$ cat src/hw/rtl/gobm_pkg.sv
// ----------------------------------------------------------------------------
// gobm_pkg
// shared types, constants and the cosine table generator of the oscillator
// bank mixer
// ----------------------------------------------------------------------------
package gobm_pkg;

	localparam int OSC_COUNT_DEF      = 256;
	localparam int COS_TABLE_BITS_DEF = 10;

	localparam int GLIDE_W  = 17;
	localparam int SAMPLE_W = 16;
	localparam int ACTIVE_W = 9;
	localparam int INDEX_W  = 8;
	localparam int STEP_W   = 32;

	localparam logic [ACTIVE_W-1:0] ACTIVE_RESET = 9'd150;

	localparam logic CMD_TICK = 1'b0;
	localparam logic CMD_LOAD = 1'b1;

	localparam longint unsigned TWO_PI_Q30 = 64'd6746518852;
	localparam longint unsigned ONE_Q30    = 64'd1 << 30;

	typedef struct packed {
		logic [STEP_W-1:0] start_step;
		logic [STEP_W-1:0] end_step;
		logic [STEP_W-1:0] phase;
	} osc_entry_t;

	// cos of quarter index m, scaled by 32767, q30 taylor series
	function automatic logic [SAMPLE_W-1:0] quad_cos(input int unsigned m, input int bits);
		longint unsigned x;
		longint unsigned x2;
		longint unsigned term;
		longint unsigned pos;
		longint unsigned neg;
		longint unsigned sum;
		x    = (64'(m) * TWO_PI_Q30 + (64'd1 << (bits - 1))) >> bits;
		x2   = (x * x) >> 30;
		term = ONE_Q30;
		pos  = ONE_Q30;
		neg  = 64'd0;
		term = ((term * x2) >> 30) / 2;
		neg  = neg + term;
		term = ((term * x2) >> 30) / 12;
		pos  = pos + term;
		term = ((term * x2) >> 30) / 30;
		neg  = neg + term;
		term = ((term * x2) >> 30) / 56;
		pos  = pos + term;
		term = ((term * x2) >> 30) / 90;
		neg  = neg + term;
		term = ((term * x2) >> 30) / 132;
		pos  = pos + term;
		term = ((term * x2) >> 30) / 182;
		neg  = neg + term;
		term = ((term * x2) >> 30) / 240;
		pos  = pos + term;
		sum  = (pos > neg) ? (pos - neg) : 64'd0;
		if (sum > ONE_Q30) begin
			sum = ONE_Q30;
		end
		return SAMPLE_W'((sum * 64'd32767 + (64'd1 << 29)) >> 30);
	endfunction

	// full-turn table entry k, mirrored from the first quadrant
	function automatic logic signed [SAMPLE_W-1:0] cos_entry(input int unsigned k,
		input int bits);
		int unsigned quarter;
		int unsigned tsize;
		logic [SAMPLE_W-1:0] v;
		quarter = 32'd1 << (bits - 2);
		tsize   = 32'd1 << bits;
		if (k <= quarter) begin
			v = quad_cos(k, bits);
		end else if (k <= 2 * quarter) begin
			v = SAMPLE_W'(0) - quad_cos(2 * quarter - k, bits);
		end else if (k <= 3 * quarter) begin
			v = SAMPLE_W'(0) - quad_cos(k - 2 * quarter, bits);
		end else begin
			v = quad_cos(tsize - k, bits);
		end
		return $signed(v);
	endfunction

endpackage

$ cat src/hw/rtl/gobm_div.sv
// ----------------------------------------------------------------------------
// gobm_div
// signed by unsigned restoring divider, one quotient bit per cycle,
// truncates toward zero, divide by zero gives zero
// ----------------------------------------------------------------------------
module gobm_div #(
	parameter int DIVIDEND_W = 25,
	parameter int DIVISOR_W  = 9
) (
	input  logic                                 clk,
	input  logic                                 arst_n,
	input  logic                                 start,
	input  logic signed [DIVIDEND_W-1:0]         dividend,
	input  logic [DIVISOR_W-1:0]                 divisor,
	output logic                                 done,
	output logic signed [gobm_pkg::SAMPLE_W-1:0] quotient
);

	localparam int CW = $clog2(DIVIDEND_W + 1);

	typedef enum logic [1:0] {
		DIV_IDLE,
		DIV_RUN,
		DIV_FIX
	} div_state_t;

	div_state_t                    state_q;
	logic [CW-1:0]                 cnt_q;
	logic                          done_q;
	logic [DIVIDEND_W-1:0]         quo_q;
	logic [DIVISOR_W-1:0]          rem_q;
	logic [DIVISOR_W-1:0]          divisor_q;
	logic                          neg_q;
	logic                          zero_q;
	logic signed [gobm_pkg::SAMPLE_W-1:0] result_q;

	logic [DIVISOR_W:0]    trial;
	logic [DIVISOR_W:0]    trial_sub;
	logic                  fits;
	logic [DIVIDEND_W-1:0] magnitude;

	assign magnitude = dividend[DIVIDEND_W-1] ? (DIVIDEND_W'(0) - dividend) : dividend;
	assign trial     = {rem_q, quo_q[DIVIDEND_W-1]};
	assign fits      = trial >= {1'b0, divisor_q};
	assign trial_sub = trial - {1'b0, divisor_q};

	always_ff @(posedge clk or negedge arst_n) begin
		if (!arst_n) begin
			state_q <= DIV_IDLE;
			cnt_q   <= '0;
			done_q  <= 1'b0;
		end else begin
			done_q <= 1'b0;
			unique case (state_q)
				DIV_IDLE: begin
					if (start) begin
						cnt_q   <= CW'(DIVIDEND_W);
						state_q <= DIV_RUN;
					end
				end
				DIV_RUN: begin
					cnt_q <= cnt_q - CW'(1);
					if (cnt_q == CW'(1)) begin
						state_q <= DIV_FIX;
					end
				end
				DIV_FIX: begin
					done_q  <= 1'b1;
					state_q <= DIV_IDLE;
				end
				default: begin
					state_q <= DIV_IDLE;
				end
			endcase
		end
	end

	always_ff @(posedge clk) begin
		if (state_q == DIV_IDLE && start) begin
			quo_q     <= magnitude;
			rem_q     <= '0;
			divisor_q <= divisor;
			neg_q     <= dividend[DIVIDEND_W-1];
			zero_q    <= (divisor == '0);
		end else if (state_q == DIV_RUN) begin
			if (fits) begin
				rem_q <= trial_sub[DIVISOR_W-1:0];
			end else begin
				rem_q <= trial[DIVISOR_W-1:0];
			end
			quo_q <= {quo_q[DIVIDEND_W-2:0], fits};
		end else if (state_q == DIV_FIX) begin
			if (zero_q) begin
				result_q <= '0;
			end else if (neg_q) begin
				result_q <= $signed(gobm_pkg::SAMPLE_W'(0) - quo_q[gobm_pkg::SAMPLE_W-1:0]);
			end else begin
				result_q <= $signed(quo_q[gobm_pkg::SAMPLE_W-1:0]);
			end
		end
	end

	assign done     = done_q;
	assign quotient = result_q;

endmodule

$ cat config.mk
export PLATFORM = sky130hd
export DESIGN_NAME = gobm_div
export DESIGN_NICKNAME = d
export VERILOG_FILES = /design/src/hw/rtl/gobm_pkg.sv /design/src/hw/rtl/gobm_div.sv
export SDC_FILE = /design/constraint.sdc
export NUM_CORES = 1
export LEC_CHECK = 0
export BUFFER_PORTS_ARGS = -buffer_cell sky130_fd_sc_hd__buf_2
export CORE_ASPECT_RATIO = 0.75
export CORE_MARGIN = 2
export CORE_UTILIZATION = 28
export DETAILED_ROUTE_END_ITERATION = 16
export HOLD_SLACK_MARGIN = 0.05
export SYNTH_ARGS = -nofsm -noshare
export SYNTH_HDL_FRONTEND = slang
export SYNTH_SLANG_ARGS = --single-unit
$ cat constraint.sdc
create_clock -name clk -period 2.5 [get_ports clk]
set_clock_uncertainty 0.05 [all_clocks]
set_input_delay 0.125 -clock clk [delete_from_list [all_inputs] [get_ports clk]]
set_output_delay 0.125 -clock clk [all_outputs]
set_load 0.01 [all_outputs]
# After elaboration in Yosys (flattened, before gate mapping)
# Index checks and enable logic that the tools add are counted.
# op_classes
reduce_logical	8
addsub	4
magnitude_cmp	1
n_eq_ne	5
bitwise	2
mux	11
# op_table
cell	n
two-way mux 25 bit	3
subtractor 1 x 25 -> 25 bit, first input constant	1
two-way mux 16 bit	1
subtractor 1 x 16 -> 16 bit, first input constant	1
greater-or-equal comparator 10 x 9 -> 1 bit	1
one-hot mux 5 bit (2 select lines)	1
logical NOT 9 bit	1
two-way mux 9 bit	1
subtractor 9 bit	1
== test 5 x 1 -> 1 bit, second input constant	1
two-way mux 5 bit	1
subtractor 5 x 1 -> 5 bit, second input constant	1
two-way mux 2 bit	2
inequality test 2 bit, second input constant	2
one-hot mux 2 bit (2 select lines)	1
AND reduction 2 bit	2
nonzero test 2 bit	2
AND reduction 3 bit	1
== test 2 x 1 -> 1 bit, second input constant	1
== test 2 bit, second input constant	1
logical NOT 2 bit	1
inverter 1 bit	2
logical AND 1 bit	1
two-way mux 1 bit	1
# word_totals
ff_bits	69
wordCells	40
output_inout_bits	17

# Depth between registers and ports, before layout
# logic_depth
depth_word	4
ltp_mapped	10

# Worst setup path before layout
# OpenSTA, ideal clock, no wires.
# synth_path
kind	reg2reg
start	register quo_q[24]
end	register quo_q[0] (data pin)
setup_slack_ns	0.088
arrival_time_ns	2.079
setup_time_ns	0.283
synth_period_minus_slack_ns	2.412
required_time_ns	2.167
n_path_buf	1
path_stages_with_launch	11
cell_sequence	edfxtp_1 -> inv_1 -> ha_1 -> inv_1 -> fa_1 -> a21o_1 -> a221oi_2 -> o211ai_1 -> buf_2 -> nor2_1 -> a21oi_1
# synth_between
elab_chain_len	3
# synth_rtl
element	line	rtl
start: declaration	gobm_div.sv:30	logic [DIVIDEND_W-1:0] quo_q;
start signal: assignment	gobm_div.sv:80	quo_q <= magnitude;
start signal: assignment	gobm_div.sv:91	quo_q <= {quo_q[DIVIDEND_W-2:0], fits};
greater-or-equal comparator 10 x 9 -> 1 bit	gobm_div.sv:44	assign fits = trial >= {1'b0, divisor_q};
two-way mux 25 bit	gobm_div.sv:85	end else if (state_q == DIV_RUN) begin
two-way mux 25 bit	gobm_div.sv:79	if (state_q == DIV_IDLE && start) begin
# No other way between the ends. The select of a mux whose other input is x is not followed.
# A chain may end at the register's enable or synchronous reset.

# Worst setup path after layout
# Ends and elaborated chain as after synthesis.

==> flow_results.org <==
** Critical path
- Kind of capture point of the worst setup path :: flop
- Stage delay of the slowest cell on the critical path :: about 400 ps
- Destination of the worst register-to-register timing path :: quo_q[0]$_DFFE_PP_
- The worst setup path is launched from a flop.
- Data on the critical path is required at its endpoint by about 2500 ps.
- Following the worst setup path forward leads to its endpoint at quo_q[0]$_DFFE_PP_.
- The startpoint identified for the worst register-to-register timing path is quo_q[24]$_DFFE_PP_.
- CP arrival :: ~2500 ps
- Counting cells, the worst reg-to-reg path comes to 10.
- The critical path goes through inv_1, ha_1, inv_1, fa_1, a21o_1, a221oi_2, o211ai_1, buf_4, nor2_1, a21oi_1.
- Cell seen most often among critical-path stages :: inv_1
- Worst-path maximum fanout :: 4
- Cell with the biggest individual delay on the critical path :: fa_1
- Across all register-to-register paths, the minimum setup slack is slightly above 60 ps.
- Tracing the worst setup path back leads to its startpoint at quo_q[24]$_DFFE_PP_.
- Type of the setup path with the least slack :: reg -> reg

** Floorplanning
- In this run the horizontal extent of the chip is between 100 and 150 µm.
- For this configuration, the core starts out at a cell density of approximately 29%.
- After floorplanning, the core was divided into 37 placement rows.
- The floorplan step defined a die boundary enclosing about 15000 µm².
- The die is 106 µm tall.
- Std-Cell Core Area :: roughly 14000 µm²
- During I/O placement, the number of pins put on the boundary was 54.

** Power and ir drop
- Combinational logic is responsible for 35.5% of the overall power.
- Total Power Consumption :: around 5.7 mW
- PwrDens :: approximately 1200 nW/µm²
- For this design the static power due to leakage is between 2 and 2.5 nW.
- Sequential group share of total power :: around 38%
- Clock network power share :: 26.8%
- VDD sags by at most roughly 0.42 mV.
- Of the total power, the share spent switching nets is about a third.
- Summed over all nets, the switching power comes to roughly 1.9 mW.
- Internal Dissipation :: approximately 3.8 mW

** Cells and area
- From synthesis to final layout, the design area changed by 24.9%.
- Net count, final :: around 500
- Of the cells placed in the final design, the portion with a size suffix greater than 1 is around a fifth.
- Final cell count without fillers :: 631
- Number of diodes added for antenna fixing :: 0
- Post-Layout Inst Area :: 4880 µm²
- Final core occ :: a little over a third

** Global route
- Global routing used between 10% and 20% of the available tracks.
- Number of antenna violations at the first check in global routing :: 0
- Vias in the first global route :: 2942
- Total congestion overflow after global routing :: 0
- Largest net degree at the start of global routing :: 52
- The first global-routing pass estimated between 10000 and 15000 µm of wire.

** Route
- Routed vias/inst :: roughly 4.8
- In the routed design, unresolved DRC markers number 0.
- The count of nets left with antenna violations once routing finished came out at 0.
- The final layout contains routed wiring with a total length of about 9000 µm.
- Total number of vias :: roughly 3.0k
- First-pass iteration count of the detailed router :: 4
- Routed length per instance :: between 10 and 15 µm
- After the first detailed-routing iteration, the DRC count stood at 235.

** Synthesis
- Sequential share of the synthesized area :: between 40% and 50%
- After synthesis the cells add up to 3910 µm².
- In the synthesized netlist the dominant register cell turns out to be edfxtp_1.
- The average instance in the mapped netlist occupies 10.2 µm².
- Counting every net in the synthesized netlist gives about 430.
- Counting flops with an async set or reset pin after synthesis yields a share of 11.6%.
- Counting flops with a built-in enable in the synthesized netlist gives 52.
- Unique cell type count in the Yosys netlist :: 48
- For this run, the number of Yosys warnings is 0.
- Number of flip-flops and latches in the synthesized netlist :: 69
- In the synthesized netlist, the number of instances is between 300 and 400.

** Clocking
- Clock-pin slew on the worst setup and hold paths :: 60 ps
- Total clock sinks :: ~70
- TritonCTS built the clock tree.
- The longest clock path from root to sink contains 2 buffers.
- Counting the buffers created by CTS gives 9.
- The cell sitting at the root of the clock tree is a clkbuf_16.
- The clock reaches the later pin of the worst-skew pair after 330 ps.
- The H-tree generated during clock tree synthesis spans 3 levels.

** Placement
- The congestion estimate from routability-driven global placement came to between 0.8 and 0.9.
- Placed cell areas :: about 4400 µm²
- Counting tap cells, the placed design contains a total of 602 instances.
- During placement, the flow inserted port buffers numbering 53.
- Worst Setup Slack post-DPL :: just under 50 ps
- The HPWL after detailed placement is about 6600 µm.

** STA
- For the pin with the worst max-slew slack, the measured transition is approximately 560 ps.
- The number of max-slew violations in the final report came to 0.
- Setup violation total in the final timing report :: 0
- Ratio of final minimum period to clock period :: approximately 100%
- Total count of hold-check failures in the final report :: 0
- Relative slew margins :: 62.4%
- Final critical path time including I/O delays and setup :: ~2400 ps
- Hold slack final :: 119 ps
- Static timing analysis puts the maximum clock frequency at ~0.4 GHz.
- Worst setup slack after layout :: just over 60 ps
- Total negative slack :: 0 ps

** Run status
- The flow ran to the end, and the final reports show no timing, DRC or antenna violations.

** Worst hold path
- Worst hold path type :: in -> async

** Run
- Max Cap Viol :: 0
cells in the mapped netlist, types with 3 or more instances:
cell | count | area share, %
mux2i_1 | 8 | 2.1
or3_1 | 3 | 0.48
o21ai_0 | 30 | 3.8
nor2_1 | 28 | 2.7
a21oi_1 | 16 | 2.1
a21o_1 | 3 | 0.58
nor3_1 | 6 | 0.77
o41ai_1 | 6 | 1.3
edfxtp_1 | 52 | 40
nand2_1 | 38 | 3.7
nor4_1 | 5 | 0.80
dfrtp_1 | 8 | 5.1
o21ai_1 | 15 | 1.9
clkbuf_1 | 12 | 1.2
o31ai_1 | 12 | 2.3
ha_1 | 13 | 4.2
or4_1 | 3 | 0.58
xnor2_1 | 4 | 0.90
nand2b_1 | 7 | 1.1
xor2_1 | 36 | 8.1
dfxtp_1 | 9 | 4.6
inv_1 | 21 | 2.0
nand3_1 | 6 | 0.77
nor2b_1 | 3 | 0.48
repair_timing:
action                                  CTS  global route
resized for setup                         0             1
hold endpoints to repair                 17             0
setup buffers                             0             4
endpoints found under the setup margin    0             9
hold buffers                             10             0
state kept, by name, summed over array words and instances (netlist names):
name and flops:
state_q 2, done 1, divisor_q 9, rem_q 9
cnt_q 5, quotient 16, zero_q 1, neg_q 1
quo_q 25
cells by family (layout without fill, tap and decap cells):
group                      after synthesis  count (layout)  share of synthesized area (%)
and+or+nand+nor                        114             114                           14.4
AOI/OAI and AO/OA                       98              98                           16.0
DFF                                     69              69                           49.7
xor gates and xnor gates                40              40                           8.97
buffers and inverters                   37             111                           3.62
adders and majority gates               14              14                           4.68
muxes                                   10              10                           2.63
power groups by stage:
stage	combinational (mW)	sequential, mW	clock (mW)
global route	2.29	2.18	1.59
floorplan	1.48	2.01	0
detailed placement	1.93	2.14	0
global placement	1.85	2.12	0
finish	2.02	2.14	1.52
CTS	1.95	2.12	1.55
per-layer routing:
layer / track usage [%] / up-vias / routed length [µm]
met5: 0 / - / 0
li1: - / 1536 / -
met3: 3.65 / 7 / 561
met4: 3.54 / 0 / 93
met2: 18.5 / 72 / 3730
met1: 17.8 / 1395 / 4580
placed cells by master (no fill, tap or decap), drive strengths merged, types with 2 or more instances in the layout:
cell	Yosys	routed
nor4b	2	2
xor2	36	36
o41ai	8	8
mux2i	8	8
edfxtp	52	52
bufinv	0	4
ha	13	13
nor2	28	28
o21a	2	2
nand2	38	38
dfrtp	8	8
o31ai	13	13
dlygate4sd3	0	10
o21ai	45	45
nor2b	3	3
a21oi	16	16
a21o	3	3
xnor2	4	4
o311ai	2	2
nor3	6	6
o22ai	2	2
mux2	2	2
nor4	5	5
nand3	6	6
dfxtp	9	9
and2	2	2
inv	21	21
nand4b	2	2
or3	4	4
or4	5	5
o211ai	2	2
nand4	2	2
nand2b	7	7
buf	4	65
clkbuf	12	10
and3	2	2
area by class of cell:
class	instances	area (µm²)
multi-input cells	276	1830
fillers	1345	8780
inverters	21	78.8
clock inverters	5	124
repair buffers	75	455
flip-flops and latches	69	1940
clock buffers	10	229
well taps	175	219
worst min path at each step:
stage               slack [ps]                    to    startpoint  cells past startpoint
floorplan                 -220  cnt_q[0]$_DFFE_PN0P_        arst_n                      0
global placement           -70        done$_DFF_PN0_        arst_n                      1
detailed placement         -70        done$_DFF_PN0_        arst_n                      1
CTS                        110   quo_q[14]$_DFFE_PP_  dividend[14]                      3
global route               140   quo_q[14]$_DFFE_PP_  dividend[14]                      3
finish                     120  cnt_q[1]$_DFFE_PN0P_        arst_n                      2
critical path: cells and delay by family, from the launching register on:
kind,cells,cell delay [ps]
flip-flops,1,390
AO/OA/AOI/OAI,4,750
AND/OR/NAND/NOR,1,90
adder cells (fa/ha/maj),2,560
buffers and inverters,3,340
Note: power is estimated with default switching activity, not from simulation.
